===== src/sv/range_triangle_gate_macros.svh =====
// assertion macros for the range triangle gate
`ifndef RANGE_TRIANGLE_GATE_MACROS_SVH
`define RANGE_TRIANGLE_GATE_MACROS_SVH

// property that must hold at every clock edge outside reset
`define RTG_ASSERT(label, prop, msg) \
  label: assert property (@(posedge clk_i) disable iff (!rst_ni) (prop)) else $error(msg);

// condition that must never be seen outside reset
`define RTG_NEVER(label, cond, msg) \
  label: assert property (@(posedge clk_i) disable iff (!rst_ni) !(cond)) else $error(msg);

`endif


===== src/sv/rtg_pkg.sv =====
// ----------------------------------------------------------------------------
// rtg_pkg
// shared types and constants of the range triangle gate
// ----------------------------------------------------------------------------
package rtg_pkg;

  // range and coordinate width, signed millimetres
  localparam int unsigned CoordW = 24;
  localparam int unsigned MaxRangeW = 23;
  // position within a set and slot/count fields of a queue entry
  localparam int unsigned PosW = 5;
  localparam int unsigned NumW = 6;
  localparam int unsigned MaskW = 32;
  localparam int unsigned KeptW = 5;
  // slack of the triangle test and lower range bound
  localparam int unsigned SlackMm = 1000;

  // configuration register indexes
  localparam logic CfgGateEnable = 1'b0;
  localparam logic CfgMaxRange = 1'b1;

  // classified item handed from front to back
  typedef struct packed {
    logic                     store;
    logic                     excl;
    logic [PosW-1:0]          pos;
    logic [PosW-1:0]          slot;
    logic [NumW-1:0]          num;
    logic                     last;
    logic                     gate;
    logic                     ovf;
    logic signed [CoordW-1:0] range;
    logic signed [CoordW-1:0] ax;
    logic signed [CoordW-1:0] ay;
    logic signed [CoordW-1:0] az;
  } entry_t;

  // stored measurement
  typedef struct packed {
    logic signed [CoordW-1:0] range;
    logic signed [CoordW-1:0] ax;
    logic signed [CoordW-1:0] ay;
    logic signed [CoordW-1:0] az;
    logic [PosW-1:0]          idx;
  } meas_t;

  // queue status seen by the top level
  typedef struct packed {
    logic full;
    logic empty;
    logic push;
    logic pop;
  } queue_status_t;

  typedef enum logic [2:0] {
    BkPop,
    BkRead,
    BkDiff,
    BkMul,
    BkCmp,
    BkDecide
  } back_state_e;

endpackage


===== src/sv/rtg_front.sv =====
// ----------------------------------------------------------------------------
// rtg_front
// accepts measurements, applies the range bounds and assigns store slots
// ----------------------------------------------------------------------------
module rtg_front #(
  parameter int unsigned MAX_STORED = 16,
  parameter int unsigned MAX_INPUTS = 32
) (
  input  logic                             clk_i,
  input  logic                             rst_ni,
  input  logic                             take_i,
  input  logic                             gate_enable_i,
  input  logic [rtg_pkg::MaxRangeW-1:0]    max_range_i,
  input  logic                             usable_i,
  input  logic signed [rtg_pkg::CoordW-1:0] range_i,
  input  logic signed [rtg_pkg::CoordW-1:0] ax_i,
  input  logic signed [rtg_pkg::CoordW-1:0] ay_i,
  input  logic signed [rtg_pkg::CoordW-1:0] az_i,
  input  logic                             last_i,
  output rtg_pkg::entry_t                  entry_o
);

  localparam int unsigned IW = $clog2(MAX_INPUTS + 1);
  localparam int unsigned CW = $clog2(MAX_STORED + 1);

  logic [IW-1:0] idx_q, idx_d;
  logic [CW-1:0] cnt_q, cnt_d;
  logic          ovf_q, ovf_d;

  logic [rtg_pkg::NumW-1:0] idx_w, cnt_w;
  logic                     in_set, out_of_bounds;

  // classification of the item on the port
  always_comb begin
    idx_w = rtg_pkg::NumW'(idx_q);
    cnt_w = rtg_pkg::NumW'(cnt_q);
    in_set = (idx_w < rtg_pkg::NumW'(MAX_INPUTS));
    out_of_bounds = (range_i < -$signed(25'(rtg_pkg::SlackMm))) ||
                    ($signed({range_i[rtg_pkg::CoordW-1], range_i}) >
                     $signed({2'b00, max_range_i}));

    entry_o       = '0;
    entry_o.pos   = idx_w[rtg_pkg::PosW-1:0];
    entry_o.slot  = cnt_w[rtg_pkg::PosW-1:0];
    entry_o.last  = last_i;
    entry_o.gate  = gate_enable_i;
    entry_o.range = range_i;
    entry_o.ax    = ax_i;
    entry_o.ay    = ay_i;
    entry_o.az    = az_i;

    idx_d = idx_q;
    cnt_d = cnt_q;
    ovf_d = ovf_q;
    if (!in_set) begin
      ovf_d = 1'b1;
    end else begin
      idx_d = idx_q + 1'b1;
      if (usable_i && (cnt_w < rtg_pkg::NumW'(MAX_STORED))) begin
        if (gate_enable_i && out_of_bounds) begin
          entry_o.excl = 1'b1;
        end else begin
          entry_o.store = 1'b1;
          cnt_d = cnt_q + 1'b1;
        end
      end
    end
    entry_o.ovf = ovf_d;
    entry_o.num = rtg_pkg::NumW'(cnt_d);
  end

  // set counters, cleared after the closing item
  always_ff @(posedge clk_i or negedge rst_ni) begin
    if (!rst_ni) begin
      idx_q <= '0;
      cnt_q <= '0;
      ovf_q <= 1'b0;
    end else if (take_i) begin
      if (last_i) begin
        idx_q <= '0;
        cnt_q <= '0;
        ovf_q <= 1'b0;
      end else begin
        idx_q <= idx_d;
        cnt_q <= cnt_d;
        ovf_q <= ovf_d;
      end
    end
  end

endmodule


===== config.mk =====
export PLATFORM = sky130hd
export DESIGN_NAME = rtg_front
export DESIGN_NICKNAME = d
export VERILOG_FILES = /design/src/sv/range_triangle_gate_macros.svh /design/src/sv/rtg_pkg.sv /design/src/sv/rtg_front.sv
export SDC_FILE = /design/constraint.sdc
export NUM_CORES = 1
export LEC_CHECK = 0
export BUFFER_PORTS_ARGS = -buffer_cell sky130_fd_sc_hd__buf_4
export CORE_AREA = 2 2 95 97
export CTS_BUF_LIST = sky130_fd_sc_hd__clkbuf_8 sky130_fd_sc_hd__clkbuf_16
export CTS_CLUSTER_DIAMETER = 100
export CTS_CLUSTER_SIZE = 40
export DETAILED_ROUTE_END_ITERATION = 8
export DIE_AREA = 0 0 97 99
export SKIP_CTS_REPAIR_TIMING = 1
export SLEW_MARGIN = 20
export SYNTH_ARGS = -nofsm -noshare
export SYNTH_HDL_FRONTEND = slang
export SYNTH_SLANG_ARGS = --single-unit

===== constraint.sdc =====
create_clock -name clk_i -period 5.7 [get_ports clk_i]
set_input_delay 0 -clock clk_i [delete_from_list [all_inputs] [get_ports clk_i]]
set_output_delay 0 -clock clk_i [all_outputs]
set_load 0.01 [all_outputs]

After elaboration in Yosys (flattened, before gate mapping)
Cells that the tools add are included.
{"block": "totals", "n_memories": 0, "romBits": 0, "elab_cells": 26, "register_bits": 12, "ramBits": 0, "latch_bits": 0, "in_bits": 125}
{"block": "op_classes", "reduce_logical": 5, "magnitude_cmp": 4, "addsub": 2, "shift": 0, "multipliers": 0, "n_eq_ne": 0, "n_div": 0, "bitwise": 0, "mux": 12}
{"op": "greater-than comparator 24 bit", "n": 1}
{"op": "less-than comparator 24 x 11 -> 1 bit (second input constant)", "n": 1}
{"op": "2-to-1 mux 5 bit", "n": 4}
{"op": "2-to-1 mux 6 bit", "n": 2}
{"op": "adder 6 x 1 -> 6 bit (second input constant)", "n": 1}
{"op": "less-than comparator 6 bit (second input constant)", "n": 1}
{"op": "adder 5 x 1 -> 5 bit (second input constant)", "n": 1}
{"op": "less-than comparator 5 bit (second input constant)", "n": 1}
{"op": "2-to-1 mux 1 bit", "n": 4}
{"op": "2-to-1 mux 2 bit", "n": 2}
{"op": "logical AND 1 bit", "n": 2}
{"op": "AND reduction 2 bit", "n": 1}
{"op": "nonzero test 2 bit", "n": 1}
{"op": "logical OR 1 bit", "n": 1}

Depth between registers and ports, before layout
Gate-level depths: netlist of run 1.
{"block": "logic_depth", "ltp_word": 7, "ltp_mapped": 8}

Least setup slack after synthesis of run 1
OpenSTA, ideal clock, no wires.
{"block": "synth_path", "path_type": "input to output", "from": "in max_range_i[5] in the netlist's numbering", "to": "out entry_o[100] in the netlist's numbering", "arrival_ps": 2005, "path_buffers": 0, "path_slack_ps": 3695, "required_time_ps": 5700, "path_stages": 8, "path_cell_list": "inv_1 -> ha_1 -> a211oi_2 -> nor2_1 -> o311a_1 -> or4_4 -> a21boi_4 -> mux2_4"}
{"element": "start, declared", "line": "rtg_front.sv:13", "rtl": "input logic [rtg_pkg::MaxRangeW-1:0] max_range_i,"}
{"element": "end, declared", "line": "rtg_front.sv:20", "rtl": "output rtg_pkg::entry_t entry_o"}

==> run metrics, run 1 <==
post-synthesis async set-or-reset flop share=1.00; reg-to-reg startpoint=idx_q[5]; initial antenna violation count=0; setup TNS=0 ns; # Max-Cap Violations=0; # IOs=242; setup violators final=0; warnings from Yosys=0; post-route insts no fill=379; DRT iter0 DRCs=39; dpl hpwl=4.65 mm; CTS H-tree lvls=1; die footprint=9600 um^2; Register-to-Register Path Depth=4; Yosys cell types=51; Avg Inst Size Synth=8.09 um^2; fmax=0.432 GHz; Crit Path Max Fanout=5; mux contribution to synthesized area=0.0110; skew final=0.00382 ns; min cycle time layout=2.32 ns; gp weighted congestion=0.759; worst r2r dst=cnt_q[3]; Seq cells post-synth=12; DRT Pass-1 Iters=4; Syn Nets=430; crit path capture=entry_o[100]; Post-Synthesis Cells=280; Rows=34; first-pass GRT wire length=8.42 mm; Post-Synth XOR/XNOR Area=0.0116; max_slew headroom=0.548; VDD IR max=0.102 mV; Post-DRT Antenna Nets=0; Clock Sinks=12; total core area=8550 um^2; WL per Instance=14.4 um; grt ovf=0; via count=1717; WP data required=5.70 ns; layout cells sized above 1=0.413; crit path launch=max_range_i[21]; Critical Path Source Type=input port; WL final=5.44 mm; pre-CTS WS=3.28 ns; Tcrit/Tclk final=0.406; Worst-Skew Late Latency=0.24 ns; ys flop type=dfrtp_1; status=finished, final reports clean; area grow syn2layout=4.14%; most frequent cells in the layout=96 x buf_4, 30 x inv_1, 25 x ha_1; Simple-Gate Fraction of Synth Area=0.135; Netlist Area Pre-Place=2270 um^2; main combinational cell family by area after synthesis=buffers and inverters; most common cell after layout, fill and taps aside=buf_4; fin area=2360 um^2; actual slew at the worst max-slew pin=0.673 ns; RSZ-0062 raised after global routing=no; Die Y=99 um; Remaining DRCs=0; Synth Area in Compound Gates=0.161; Initial Utilization=0.265; CTS buffer count=3; total power=389 uW; clock buffer depth=2; Buffers on Ports=96; Adder-Cell Fraction of Synth Area=0.138; Cell Area, Placed=2310 um^2; placed cells=375; crit path DAT=2.32 ns; Reg2Reg Setup Slack=3.94 ns; register area share after synthesis=0.133; crit path kind=input port to output port; Die Span X=97 um; CTS Root Cell=clkbuf_8; CTS tree=done; Final Worst Setup Slack=3.38 ns; endpoints failing hold=0; pin count of the biggest net entering global routing=18; min-delay worst type=input port to output port; Global Route Usage Sum=0.107; via/cell ratio=4.53; Leak Pwr=1.25 nW; vias in the first global route=1697; count of pins over their slew limit=0; Setup crit end kind=output port; Fillers=927; Post-synth EDFFs=0; PwrDens=165 nW/um^2; Total Nets Final=423; # diodes=0
where the power goes:
part | total [mW] | switching (mW) | internal [mW]
clock | 0.0771 | 0.0305 | 0.0465
sequential | 0.119 | 0.0206 | 0.0983
combinational | 0.193 | 0.0882 | 0.105
metrics by stage:
step / hold slack (ns) / utilization
6_report: 0.00000337 / 0.276
5_1_grt: 0.0000141 / 0.276
4_1_cts: -0.406 / 0.275
3_5_place_dp: -0.144 / 0.270
3_3_place_gp: -0.148 / 0.270
2_1_floorplan: -0.296 / -
final cells by class:
type / count / area (um^2) / area share
timing repair buffer: 97 / 731 / 0.310
inverter: 30 / 113 / 0.0477
tap: 108 / 135 / 0.0573
multi-input combinational: 129 / 1040 / 0.441
sequential: 12 / 300 / 0.127
clock buffer: 3 / 41.3 / 0.0175
registers in the layout, indices dropped and copies added (netlist names):
signal / flops
ovf_q: 1
idx_q: 6
cnt_q: 5
synth_stat cells (3+ instances only):
| cell | number | area, um^2 |
|---|---|---|
| buf_4 | 105 | 788 |
| inv_1 | 30 | 113 |
| ha_1 | 25 | 313 |
| a21oi_1 | 12 | 60.1 |
| dfrtp_1 | 12 | 300 |
| nand4_1 | 8 | 50.1 |
| nand2_1 | 7 | 26.3 |
| nor2_1 | 6 | 22.5 |
| nor3_1 | 6 | 30.0 |
| nand3_1 | 4 | 20.0 |
| nor4_1 | 4 | 25.0 |
| a21o_1 | 3 | 22.5 |
| clkbuf_1 | 3 | 11.3 |
| o211ai_1 | 3 | 22.5 |
| o2bb2ai_1 | 3 | 26.3 |
| xnor2_1 | 3 | 26.3 |
routing by layer:
metal / GRT usage / routed length (um) / vias up
li1: - / - / 842
met1: 0.124 / 2220 / 771
met2: 0.187 / 2640 / 82
met3: 0.0333 / 456 / 22
met4: 0.0347 / 129 / 0
met5: 0 / 0 / -
cells by family after synthesis:
family | after synthesis
other cells | 1
xor+xnor | 3
mux | 2
flops | 12
simple gates | 52
fa+ha+maj | 25
compound gates | 46
buf+inv | 139
worst min path at each step:
stage          cells after the start  slack (ns)     from           to
5_1_grt                            0     0.00001  ay_i[0]  entry_o[24]
2_1_floorplan                      0       -0.30   rst_ni     cnt_q[0]
3_5_place_dp                       1       -0.14   rst_ni     idx_q[1]
6_report                           0    0.000003  ax_i[1]  entry_o[49]
4_1_cts                            1       -0.41   rst_ni     idx_q[1]
3_3_place_gp                       1       -0.15   rst_ni     idx_q[0]
worst max-delay path: stages:
cell and delay, ns:
buf_4 0.07, inv_1 0.03, ha_1 0.30, a21o_1 0.18
a211oi_1 0.30, o41ai_2 0.15, or4_4 0.56, a21boi_4 0.25
mux2_4 0.32, buf_4 0.14
(Power assumes the default switching activity.)
==> inputs of run 2 (changes only) <==
Settings changed: ABC_AREA set to 1, PLACE_DENSITY set to 0.66.
Clock period 5.7 ns to 2.07 ns, I/O delays scaled along.
==> run metrics, run 2 <==
count of pins over their slew limit=0; via count=1766; Worst-Skew Late Latency=0.24 ns; Simple-Gate Fraction of Synth Area=0.235; crit path launch=cnt_q[4]; Tcrit/Tclk final=0.815; most frequent cell after synthesis=buf_4; WL final=4.98 mm; first-pass GRT wire length=7.97 mm; hold_sp=ay_i[19]; register area share after synthesis=0.134; largest area contributor in the netlist=buf_4; Initial Utilization=0.263; skew final=0.00183 ns; RSZ-0062 raised after global routing=no; vias in the first global route=1735; Post-Synth XOR/XNOR Area=0.00390; gp weighted congestion=0.782; Post-DRT Antenna Nets=0; Register-to-Register Path Depth=8; Adder-Cell Fraction of Synth Area=0.139; die footprint=9600 um^2; Cell Area, Placed=2310 um^2; Final Worst Setup Slack=0.384 ns; Global Route Usage Sum=0.0984; Total Nets Final=469; Syn Nets=472; fin area=2380 um^2; crit path kind=register to output port; dpl hpwl=4.36 mm; worst r2r dst=cnt_q[0]; Reg2Reg Setup Slack=0.69 ns; setup violators final=0; post-route insts no fill=426; warnings from Yosys=0; post-synthesis async set-or-reset flop share=1.00; list of most frequent post-synthesis cells=105 x buf_4, 55 x nand2_1, 45 x inv_1; endpoints failing hold=0; VDD IR max=0.210 mV; Setup crit end kind=output port; reg-to-reg startpoint=cnt_q[4]; ys flop type=dfrtp_1; status=finished, final reports clean; cell depth of the worst hold path=0; CTS Root Cell=clkbuf_8; most frequent cells in the layout=96 x buf_4, 55 x nand2_1, 45 x inv_1; PwrDens=374 nW/um^2; mux contribution to synthesized area=0; Synth Area in Compound Gates=0.0535; CTS tree=done; # diodes=0; placed cells=421; grt ovf=0; WL per Instance=11.7 um; layout cells sized above 1=0.377; Largest regs=idx_q x6, cnt_q x5, ovf_q x1; Post-synth EDFFs=0; Yosys top cell area share=0.351; Post-Synthesis Cells=322; Seq cells post-synth=12; top post-synthesis cells by area=buf_4 35%, ha_1 14%, dfrtp_1 13%, nand2_1 9.2%, inv_1 7.5%; hold path endpoint=entry_o[43]; Yosys cell types=29; Crit Path Max Fanout=5; total core area=8550 um^2; min cycle time layout=1.69 ns; via/cell ratio=4.15; DRT Pass-1 Iters=4; pre-CTS WS=0.427 ns; crit path DAT=1.69 ns; Rows=34; DRT iter0 DRCs=66; Die Span X=97 um; fmax=0.593 GHz; pin count of the biggest net entering global routing=13; Critical Path Source Type=register; Leak Pwr=1.39 nW; # Max-Cap Violations=0; Netlist Area Pre-Place=2240 um^2; initial antenna violation count=0; Die Y=99 um; main combinational cell family by area after synthesis=buffers and inverters; most common cell after layout, fill and taps aside=buf_4; Largest register FFs=6; CTS buffer count=3; Reg with most FFs=idx_q; setup TNS=0 ns; Avg Inst Size Synth=6.97 um^2; Buffers on Ports=96; clock buffer depth=2; area grow syn2layout=5.91%; Clock Sinks=12; # IOs=242; Remaining DRCs=0; register clock-pin slew on the reported worst setup and hold paths=0.05 ns; CTS H-tree lvls=1; min-delay worst type=input port to output port; WP data required=2.07 ns
## run 2: cell types whose count changed after synthesis, sizes merged, moves of 3 or more
cell | before | now
nand2 | 7 | 62
inv | 30 | 49
nor2 | 7 | 21
nand3 | 4 | 13
nor4 | 5 | 0
clkbuf | 4 | 0
a21oi | 12 | 9
and3 | 3 | 0
o211ai | 3 | 0
o21ai | 2 | 5
o2bb2ai | 3 | 0
xnor2 | 3 | 0
## run 2: logic make-up (layout without fill, tap and decap cells)
group / Yosys count / count (layout)
buf+inv: 154 / 150
simple gates: 110 / 110
fa+ha+maj: 25 / 25
compound gates: 19 / 19
flops: 12 / 12
other cells: 1 / 1
xor+xnor: 1 / 1
## run 2: report_power, final
| part | switching (mW) | total, mW | leakage (nW) | internal (mW) |
|---|---|---|---|---|
| Sequential | 0.0123 | 0.258 | 0.164 | 0.246 |
| Combinational | 0.185 | 0.375 | 1.20 | 0.190 |
| Clock | 0.0872 | 0.255 | 0.0288 | 0.168 |
## run 2: cell type report
| type | instances | area (um^2) |
|---|---|---|
| fill | 924 | 6170 |
| clock buffer | 4 | 55.1 |
| timing repair buffer | 97 | 731 |
| multi-input combinational | 156 | 972 |
| tap | 108 | 135 |
| inverter | 49 | 184 |
| sequential | 12 | 300 |
## run 2: worst max-delay path: stages (launching register included)
cell and delay [ns]:
dfrtp_1 0.39, inv_1 0.10, nand2_1 0.07, nor2_1 0.34
nand2_4 0.10, inv_2 0.09, nand2_1 0.06, and2_1 0.16
buf_4 0.14
## run 2: worst max path at each step
stage,to,slack (ns),depth (start not counted)
CTS,entry_o[99],0.39,8
finish,entry_o[99],0.38,8
global route,entry_o[99],0.23,8
global placement,entry_o[99],0.44,12
floorplan,cnt_q[1],0.74,15
detailed placement,entry_o[99],0.43,12
## run 2: per-layer routing
| layer | global-route usage | routed length [um] |
|---|---|---|
| met1 | 0.114 | 2060 |
| met2 | 0.158 | 2170 |
| met3 | 0.0255 | 422 |
| met4 | 0.0704 | 323 |
| met5 | 0 | 0 |
## run 2: metrics by stage
| stage | utilization | hold slack [ns] | power [mW] |
|---|---|---|---|
| after detailed placement | 0.270 | -0.152 | 0.641 |
| after global placement | 0.270 | -0.153 | 0.634 |
| after floorplan | - | -0.296 | 0.629 |
| after CTS | 0.277 | -0.405 | 0.895 |
| final | 0.278 | 0.00000337 | 0.888 |
| after global routing | 0.278 | 0.0000140 | 0.963 |
