## src/sv/range_triangle_gate_macros.svh

```systemverilog
// assertion macros for the range triangle gate
`ifndef RANGE_TRIANGLE_GATE_MACROS_SVH
`define RANGE_TRIANGLE_GATE_MACROS_SVH

// property that must hold at every clock edge outside reset
`define RTG_ASSERT(label, prop, msg) \
  label: assert property (@(posedge clk_i) disable iff (!rst_ni) (prop)) else $error(msg);

// condition that must never be seen outside reset
`define RTG_NEVER(label, cond, msg) \
  label: assert property (@(posedge clk_i) disable iff (!rst_ni) !(cond)) else $error(msg);

`endif

```

## src/sv/rtg_pkg.sv

```systemverilog
// ----------------------------------------------------------------------------
// rtg_pkg
// shared types and constants of the range triangle gate
// ----------------------------------------------------------------------------
package rtg_pkg;

  // range and coordinate width, signed millimetres
  localparam int unsigned CoordW = 24;
  localparam int unsigned MaxRangeW = 23;
  // position within a set and slot/count fields of a queue entry
  localparam int unsigned PosW = 5;
  localparam int unsigned NumW = 6;
  localparam int unsigned MaskW = 32;
  localparam int unsigned KeptW = 5;
  // slack of the triangle test and lower range bound
  localparam int unsigned SlackMm = 1000;

  // configuration register indexes
  localparam logic CfgGateEnable = 1'b0;
  localparam logic CfgMaxRange = 1'b1;

  // classified item handed from front to back
  typedef struct packed {
    logic                     store;
    logic                     excl;
    logic [PosW-1:0]          pos;
    logic [PosW-1:0]          slot;
    logic [NumW-1:0]          num;
    logic                     last;
    logic                     gate;
    logic                     ovf;
    logic signed [CoordW-1:0] range;
    logic signed [CoordW-1:0] ax;
    logic signed [CoordW-1:0] ay;
    logic signed [CoordW-1:0] az;
  } entry_t;

  // stored measurement
  typedef struct packed {
    logic signed [CoordW-1:0] range;
    logic signed [CoordW-1:0] ax;
    logic signed [CoordW-1:0] ay;
    logic signed [CoordW-1:0] az;
    logic [PosW-1:0]          idx;
  } meas_t;

  // queue status seen by the top level
  typedef struct packed {
    logic full;
    logic empty;
    logic push;
    logic pop;
  } queue_status_t;

  typedef enum logic [2:0] {
    BkPop,
    BkRead,
    BkDiff,
    BkMul,
    BkCmp,
    BkDecide
  } back_state_e;

endpackage

```

## src/sv/rtg_queue.sv

```systemverilog
// ----------------------------------------------------------------------------
// rtg_queue
// two-entry queue of classified items between front and back
// ----------------------------------------------------------------------------
module rtg_queue (
  input  logic                  clk_i,
  input  logic                  rst_ni,
  input  logic                  push_i,
  input  rtg_pkg::entry_t       data_i,
  input  logic                  pop_i,
  output rtg_pkg::entry_t       data_o,
  output rtg_pkg::queue_status_t status_o
);

  rtg_pkg::entry_t mem_q [2];
  logic       wr_q, rd_q;
  logic [1:0] fill_q;

  assign data_o          = mem_q[rd_q];
  assign status_o.full   = (fill_q == 2'd2);
  assign status_o.empty  = (fill_q == 2'd0);
  assign status_o.push   = push_i;
  assign status_o.pop    = pop_i;

  // storage
  always_ff @(posedge clk_i) begin
    if (push_i) begin
      mem_q[wr_q] <= data_i;
    end
  end

  // pointers and fill level
  always_ff @(posedge clk_i or negedge rst_ni) begin
    if (!rst_ni) begin
      wr_q   <= 1'b0;
      rd_q   <= 1'b0;
      fill_q <= 2'd0;
    end else begin
      if (push_i) wr_q <= ~wr_q;
      if (pop_i) rd_q <= ~rd_q;
      case ({push_i, pop_i})
        2'b10:   fill_q <= fill_q + 2'd1;
        2'b01:   fill_q <= fill_q - 2'd1;
        default: fill_q <= fill_q;
      endcase
    end
  end

endmodule

```

## config.mk

```make
export PLATFORM = sky130hd
export DESIGN_NAME = rtg_queue
export DESIGN_NICKNAME = d
export VERILOG_FILES = /design/src/sv/range_triangle_gate_macros.svh /design/src/sv/rtg_pkg.sv /design/src/sv/rtg_queue.sv
export SDC_FILE = /design/constraint.sdc
export NUM_CORES = 1
export LEC_CHECK = 0
export BUFFER_PORTS_ARGS = -buffer_cell sky130_fd_sc_hd__buf_2
export CELL_PAD_IN_SITES_DETAIL_PLACEMENT = 0
export CELL_PAD_IN_SITES_GLOBAL_PLACEMENT = 1
export CORE_MARGIN = 4
export CORE_UTILIZATION = 40
export CTS_BUF_LIST = sky130_fd_sc_hd__clkbuf_4
export DETAILED_ROUTE_END_ITERATION = 8
export PLACE_DENSITY = 0.82
export SYNTH_ARGS = -nofsm -noshare
export SYNTH_HDL_FRONTEND = slang
export SYNTH_SLANG_ARGS = --single-unit
```

## constraint.sdc

```tcl
create_clock -name clk_i -period 9.2 [get_ports clk_i]
set_clock_uncertainty 0.15 [all_clocks]
set_input_delay 2.3 -clock clk_i [delete_from_list [all_inputs] [get_ports clk_i]]
set_output_delay 2.3 -clock clk_i [all_outputs]
set_load 0.02 [all_outputs]
```

* Word-level counts from Yosys, hierarchy flattened *
Memories as Yosys holds them, arrays and structs flattened.
Cells that the tools add are included.

word-level totals
  register bits after elaboration = 4
  memory bits (writable) = 234
  bits of input ports = 121
  output and inout bits = 121
  word-level logic and storage cells = 16
  memories = 1

cells by class
  $add $sub $neg = 2
  eq/ne operators = 3
  multiplexer cells = 3
  bitwise gates (word level) = 2
  reductions and logical operators = 2

memory list
  memory  words  bits a word  read ports  clocked after Yosys merged registers in  write ports  RTL line         RTL
  mem_q   2      117          1           0                                        1            rtg_queue.sv:15  rtg_pkg::entry_t mem_q [2];

operators with widths
  operator                                                               number
  2-bit equality test, second input constant                             2
  2-bit one-hot mux with 2 select lines                                  1
  2-bit by 1-bit adder with 2-bit output, second input constant          1
  2-bit by 1-bit equality test with 1-bit output, second input constant  1
  2-bit logical NOT                                                      1
  1-bit 2-to-1 mux                                                       2
  1-bit inverter                                                         2
  2-bit nonzero test                                                     1
  2-bit by 1-bit subtractor with 2-bit output, second input constant     1

* Logic depth before layout (Yosys ltp) *
Gate-level depths: netlist (run 1).

  word-level depth = 2
  gate-level depth with buffers = 5

* Least setup slack after synthesis (run 1) *
No wires, ideal clock.

  kind = input -> register
  start point = input push_i
  end point = memory mem_q[0][0] in the netlist's numbering (enable)
  setup time = 0.594 ns
  arrival = 7.186 ns
  data required time = 8.456 ns
  slack = 1.270 ns
  stages on the path = 2
  cells stage by stage = inv_1 nor2_1

between the ends
  longest elaborated chain between the ends = 2

ends and longest elaborated chain
  element                                 RTL line         RTL
  from (decl)                             rtg_queue.sv:8   input logic push_i,
  1-bit 2-to-1 mux                        rtg_queue.sv:27  if (push_i) begin
  1-bit 2-to-1 mux (implied by the code)  rtg_queue.sv:28  mem_q[wr_q] <= data_i;
  to (decl)                               rtg_queue.sv:15

Every way passes these cells.

==> results of run 1 <==
[layout make-up]
class | instances | area, sq um | area share
clock buffer | 82 | 616 | 0.0564
timing repair buffer | 245 | 1240 | 0.113
tap | 275 | 344 | 0.0315
sequential | 238 | 7130 | 0.654
inverter | 1 | 3.75 | 0.000344
multi-input combinational | 128 | 1480 | 0.136
clock inverter | 25 | 96.3 | 0.00883
[cells in the final DEF (no fill, tap or decap), drive strengths merged]
cell type and count:
clkbuf 82, xnor2 2, mux2 117, inv 1, nor2b 1, and2 1
edfxtp 234, buf 245, ha 1, nor2 3, dfrtp 4, xor2 3
clkinv 25
[final timing paths]
kind                       cells past startpoint                  start                      to
max in group asynchronous                      1                 rst_ni        rd_q$_DFFE_PN0P_
min in group asynchronous                      1                 rst_ni        rd_q$_DFFE_PN0P_
hold reg to reg                                1  fill_q[1]$_DFFE_PN0P_   fill_q[1]$_DFFE_PN0P_
setup reg to reg                               2       wr_q$_DFFE_PN0P_  mem_q[1][64]$_DFFE_PP_
setup / recovery                               3       rd_q$_DFFE_PN0P_              data_o[79]
hold / removal                                 1  fill_q[1]$_DFFE_PN0P_   fill_q[1]$_DFFE_PN0P_
[critical path: stages, from the launching register on]
cell and delay [ps]:
dfrtp_4 930, buf_4 780, mux2_2 420, buf_2 170
[logic make-up after synthesis]
family | synth area share
simple gates | 0.00273
fa+ha+maj | 0.00144
xor+xnor | 0.00503
buf+inv | 0.0125
mux | 0.160
flops | 0.818
[where the power goes]
group          total, mW  leakage, nW  switching, mW  internal, mW
logic               1.07         1.56          0.629         0.438
clock network      0.797        0.421          0.385         0.412
registers           1.54         2.24          0.102          1.44
[metal layers]
layer | global-route usage | vias up | part of all wire
li1 | - | 2143 | -
met1 | 0.152 | 2202 | 0.37
met2 | 0.229 | 187 | 0.51
met3 | 0.0605 | 37 | 0.10
met4 | 0.0488 | 0 | 0.022
met5 | 0 | - | 0
[flip-flops by register name, summed over array words and instances (netlist names)]
name,flops
rd_q,1
mem_q,234
wr_q,1
fill_q,2
==> impl_metrics.env, run 1 <==
export IMPL_critPathKind="flop to output pin"
export IMPL_synth_edf_count=234
export IMPL_layout_cells_non_filler=994
export IMPL_ant_nets=0
export IMPL_die_x_um=156
export IMPL_ctsHoldBuffers=0
export IMPL_ys_seq_elements=238
export IMPL_totalWireLength_mm=16.8
export IMPL_ys_flop_type="edfxtp_1"
export IMPL_fill_cells=1790
export IMPL_die_h_um=156
export IMPL_p_leak_nw=4.22
export IMPL_gp_congestion=0.732
export IMPL_placed_cells=887
export IMPL_synth_area_leader_cell="edfxtp_1"
export IMPL_grt_antenna_before_repair=0
export IMPL_vias=4569
export IMPL_hold_slack_ps=351
export IMPL_post_cts_setup_buffer_count=0
export IMPL_cts_sinks=238
export IMPL_cts_clk_slew_worst_paths_ps=60
export IMPL_dp_slack_ps=4160
export IMPL_insertion_delay_ps=630
export IMPL_initial_core_util=0.410
export IMPL_num_rows=53
export IMPL_synth_warnings=0
export IMPL_io_pins=242
export IMPL_numCtsBuffers=59
export IMPL_syn_num_nets=504
export IMPL_maxCapViolCount=0
export IMPL_grt_pass1_wl_mm=25.9
export IMPL_port_buffers=241
export IMPL_grt_ovfl_total=0
export IMPL_utilization=0.514
export IMPL_setup_viol=0
export IMPL_peakVddDrop_v=0.000319
export IMPL_ys_types=14
export IMPL_rsz0062_at_grt="no"
export IMPL_dr_pass1_iters=4
export IMPL_hpwl_mm=11.1
export IMPL_fin_tns_setup_ps=0
export IMPL_ys_seq_area_frac=0.818
export IMPL_holdCritPathClass="flop to flop"
export IMPL_synth_most_common_cell="edfxtp_1"
export IMPL_worst_ep_required_time_ps=6750
export IMPL_setup_ws_ps=3710
export IMPL_start_kind="flop"
export IMPL_yosysTopAreaCellShare=0.807
export IMPL_antenna_cells=0
export IMPL_post_cts_resized=0
export IMPL_ctsHtreeMaxLevel=2
export IMPL_worst_pin_slew_ps=895
export IMPL_syn_avg_cell_area_sq_um=22.8
export IMPL_cts_buffer_depth=3
export IMPL_worst_r2r_setup_slack_ps=6700
export IMPL_synth_common_cells="edfxtp_1 (234), mux2_2 (97), mux2_4 (20), buf_2 (9)"
export IMPL_cp_end_kind="output pin"
export IMPL_synth_area_top_cells="edfxtp_1 (81%), mux2_2 (13%), mux2_4 (3.4%)"
export IMPL_finalCriticalPeriod_ps=5490
export IMPL_path_max_fanout=63
export IMPL_dpl_instance_area_sq_um=10200
export IMPL_fin_crit_sh=0.597
export IMPL_slew_headroom=0.403
export IMPL_dieArea_sq_um=24200
export IMPL_drive_gt1_frac=0.624
export IMPL_drtIter0Drc=171
export IMPL_powerDensity_nw_per_um2=312
export IMPL_postLayoutCellArea_sq_um=10900
export IMPL_drv_slew=0
export IMPL_netlist_area_sq_um=8710
export IMPL_ys_async_sr_fraction=0.0168
export IMPL_nets=795
export IMPL_cts_tree="built"
export IMPL_synth_cells=382
export IMPL_remaining_drc_errors=0
export IMPL_fmax_ghz=0.182
export IMPL_clockRootBuffer="clkbuf_4"
export IMPL_arrival_ps=3040
export IMPL_finalHoldViolCount=0
export IMPL_grt_start_max_net_pins=64
export IMPL_post_drt_wl_per_cell_um=16.9
export IMPL_area_growth_pct=25.3
export IMPL_viasPerCell=4.60
export IMPL_status="completed"
export IMPL_coreArea_sq_um=21200
export IMPL_p_total_mw=3.41
export IMPL_grt_pass1_vias=5079
export IMPL_track_usage=0.135
Power figures use the tool's default switching activity.
==> inputs of run 2 (changes only) <==
--- a/config.mk
+++ b/config.mk
@@ -5,14 +5,15 @@
 export SDC_FILE = /design/constraint.sdc
 export NUM_CORES = 1
 export LEC_CHECK = 0
+export ABC_AREA = 1
 export BUFFER_PORTS_ARGS = -buffer_cell sky130_fd_sc_hd__buf_2
 export CELL_PAD_IN_SITES_DETAIL_PLACEMENT = 0
 export CELL_PAD_IN_SITES_GLOBAL_PLACEMENT = 1
 export CORE_MARGIN = 4
-export CORE_UTILIZATION = 40
+export CORE_UTILIZATION = 39
 export CTS_BUF_LIST = sky130_fd_sc_hd__clkbuf_4
 export DETAILED_ROUTE_END_ITERATION = 8
-export PLACE_DENSITY = 0.82
+export PLACE_DENSITY = 0.86
 export SYNTH_ARGS = -nofsm -noshare
 export SYNTH_HDL_FRONTEND = slang
 export SYNTH_SLANG_ARGS = --single-unit
==> constraint.sdc (replaced) <==
create_clock -name clk_i -period 4.9 [get_ports clk_i]
set_clock_uncertainty 0.15 [all_clocks]
set_input_delay 1.225 -clock clk_i [delete_from_list [all_inputs] [get_ports clk_i]]
set_output_delay 1.225 -clock clk_i [all_outputs]
set_load 0.02 [all_outputs]
==> run 2 against run 1 <==
  * Wire length rose by 7.4%
  * Combinational power rose by 100%
  * Synthesized area rose by 3.5%
  * Global-route usage rose by 0.36 points
  * Critical path depth rose by 1
  * Via count rose by 21%
  * Highest routed layer is now met5
  * Utilization fell by 2.1 points
  * Non-clock buffer count rose by 2
  * First-iteration DRC count rose by 44%
  * Critical endpoint is now data_o[13]
  * Clock power rose by 100%
  * Setup slack got worse by 2600 ps
  * Die area rose by 5.9%
==> impl_metrics.env, run 2 <==
export IMPL_synth_top_family_by_area="buffers and inverters"
export IMPL_fin_crit_sh=0.782
export IMPL_ctsHoldBuffers=0
export IMPL_insertion_delay_ps=620
export IMPL_cts_clk_slew_worst_paths_ps=60
export IMPL_post_cts_setup_buffer_count=0
export IMPL_critPathKind="flop to output pin"
export IMPL_viasPerCell=4.45
export IMPL_synth_xor_area_share=0.00291
export IMPL_slowest_stage="dfrtp_4"
export IMPL_holdCritPathClass="input port to asynchronous set/reset pin"
export IMPL_grt_pass1_vias=5768
export IMPL_postLayoutCellArea_sq_um=11200
export IMPL_rsz0062_at_grt="no"
export IMPL_drtIter0Drc=247
export IMPL_fmax_ghz=0.261
export IMPL_synth_area_top_cells="edfxtp_1 (78%), inv_1 (5.1%), nand2_1 (5.1%)"
export IMPL_ys_seq_elements=238
export IMPL_ys_seq_area_frac=0.790
export IMPL_die_h_um=160
export IMPL_synth_warnings=0
export IMPL_syn_num_nets=759
export IMPL_nets=1039
export IMPL_p_clk_frac=0.243
export IMPL_cts_tree="built"
export IMPL_fin_tns_setup_ps=0
export IMPL_finalCriticalPeriod_ps=3830
export IMPL_synth_simple_area_share=0.0533
export IMPL_synth_area_leader_cell="edfxtp_1"
export IMPL_worst_ep_required_time_ps=3520
export IMPL_yosysTopAreaCellShare=0.779
export IMPL_grt_antenna_before_repair=4
export IMPL_top_regs="mem_q (234), fill_q (2)"
export IMPL_status="completed"
export IMPL_synth_compound_gate_area_share=0.0741
export IMPL_finalHoldViolCount=0
export IMPL_gp_congestion=0.710
export IMPL_post_cts_resized=0
export IMPL_io_pins=242
export IMPL_clockRootBuffer="clkbuf_4"
export IMPL_start_kind="flop"
export IMPL_slew_headroom=0.423
export IMPL_ys_types=17
export IMPL_cp_end_kind="output pin"
export IMPL_synthMuxAreaShare=0
export IMPL_power_frac_comb=0.325
export IMPL_mostFrequentLayoutCell="buf_2"
export IMPL_synth_most_common_cell="edfxtp_1"
export IMPL_num_rows=55
export IMPL_drv_slew=0
export IMPL_synth_edf_count=234
export IMPL_final_cell_mix="buf_2 (241), edfxtp_1 (234), inv_1 (122), nand2_1 (122), clkbuf_4 (87)"
export IMPL_cts_sinks=238
export IMPL_powerDensity_nw_per_um2=599
export IMPL_grt_ovfl_total=0
export IMPL_p_total_mw=6.70
export IMPL_numCtsBuffers=59
export IMPL_dr_pass1_iters=4
export IMPL_peakVddDrop_v=0.000289
export IMPL_dpl_instance_area_sq_um=10400
export IMPL_synth_fa_ha_area_frac=0.00139
export IMPL_maxCapViolCount=0
export IMPL_die_x_um=160
export IMPL_grt_start_max_net_pins=88
export IMPL_ys_async_sr_fraction=0.0168
export IMPL_path_buf_inv=2
export IMPL_area_growth_pct=24.2
export IMPL_arrival_ps=2460
export IMPL_grt_pass1_wl_mm=28.7
export IMPL_dieArea_sq_um=25600
export IMPL_ys_flop_type="edfxtp_1"
export IMPL_initial_core_util=0.397
export IMPL_vias=5536
export IMPL_ant_nets=0
export IMPL_cp_top_family="flip-flops"
export IMPL_worstPathCellList="buf_12 -> nand2_1 -> o21ai_0 -> buf_2"
export IMPL_totalWireLength_mm=18.1
export IMPL_hold_slack_ps=239
export IMPL_utilization=0.493
export IMPL_setup_viol=0
export IMPL_synth_common_cells="edfxtp_1 (234), inv_1 (123), nand2_1 (122), o21ai_0 (84), o21ai_2 (22)"
export IMPL_cp_num_cells=4
export IMPL_p_leak_nw=4.85
export IMPL_hpwl_mm=11.9
export IMPL_path_max_fanout=87
export IMPL_cts_buffer_depth=3
export IMPL_rr_worst_depth=3
export IMPL_regMostFlops="mem_q"
export IMPL_ctsHtreeMaxLevel=2
export IMPL_p_int_mw=4.25
export IMPL_sequentialPowerShare=0.432
export IMPL_power_switching_mw=2.45
export IMPL_netlist_area_sq_um=9020
export IMPL_max_stage_delay_ps=1000
export IMPL_track_usage=0.139
export IMPL_drive_gt1_frac=0.381
export IMPL_worst_pin_slew_ps=866
export IMPL_largest_reg_flops=234
export IMPL_syn_avg_cell_area_sq_um=14.2
export IMPL_swShare=0.365
export IMPL_post_drt_wl_per_cell_um=14.5
export IMPL_synth_cells=637
export IMPL_coreArea_sq_um=22700
export IMPL_port_buffers=241
export IMPL_remaining_drc_errors=0
[run 2: changes by cell type after synthesis, sizes merged]
cell	before	now
inv	1	123
nand2	0	122
mux2	117	0
o21ai	0	117
clkbuf	0	8
buf	15	20
and2	1	0
nand3	0	1
nand4	0	1
nor2b	1	0
xnor2	2	1
xor2	3	2
[run 2: power groups by stage]
stage	clock network [mW]	logic, mW	registers (mW)
after floorplan	0	1.62	2.86
after global placement	0	2.20	2.93
after detailed placement	0	2.22	2.95
after CTS	1.71	2.23	2.91
after global routing	1.82	2.39	2.95
final	1.63	2.18	2.90
[run 2: cell type report]
class                           instances  area (sq um)
Sequential cell                       238          7130
Antenna cell                            2          5.00
Clock buffer                           87           653
Inverter                              123           464
Fill cell                            2010         11500
Tap cell                              285           357
Multi-Input combinational cell        248          1190
Clock inverter                         13           105
Timing Repair Buffer                  247          1290
[run 2: final timing paths]
check,from,end,slack (ps)
worst max-delay path,rd_q$_DFFE_PN0P_,data_o[13],1070
worst min-delay path,rst_ni,fill_q[1]$_DFFE_PN0P_,240
worst max register to register,wr_q$_DFFE_PN0P_,mem_q[1][108]$_DFFE_PP_,2970
worst min register to register,fill_q[1]$_DFFE_PN0P_,fill_q[1]$_DFFE_PN0P_,350
max in group asynchronous,rst_ni,rd_q$_DFFE_PN0P_,4220
min in group clk_i,fill_q[1]$_DFFE_PN0P_,fill_q[1]$_DFFE_PN0P_,350
[run 2: per-stage QoR]
step | instances | setup WS (ps)
after detailed placement | 1141 | 1720
after CTS | 1241 | 946
after floorplan | 637 | 11.1
after global placement | 1141 | 1720
after global routing | 1242 | 796
final | 1243 | 1070
[run 2: layer usage]
layer  up-vias  GRT usage  part of all wire
li1       2756          -                 -
met1      2541      0.151              0.38
met2       198      0.235              0.49
met3        35     0.0699              0.11
met4         6     0.0489             0.019
met5         -          0            0.0015
[run 2: logic make-up after synthesis]
| group | Yosys count |
|---|---|
| AOI/OAI and AO/OA | 117 |
| xor gates and xnor gates | 3 |
| adders and majority gates | 1 |
| buffers and inverters | 151 |
| DFF | 238 |
| and+or+nand+nor | 127 |
[run 2: worst reg2reg max path, delay by kind of cell (launching register included)]
| family | cells | cell delay [ps] |
|---|---|---|
| buf+inv | 2 | 820 |
| flops | 1 | 430 |
| simple gates | 1 | 120 |
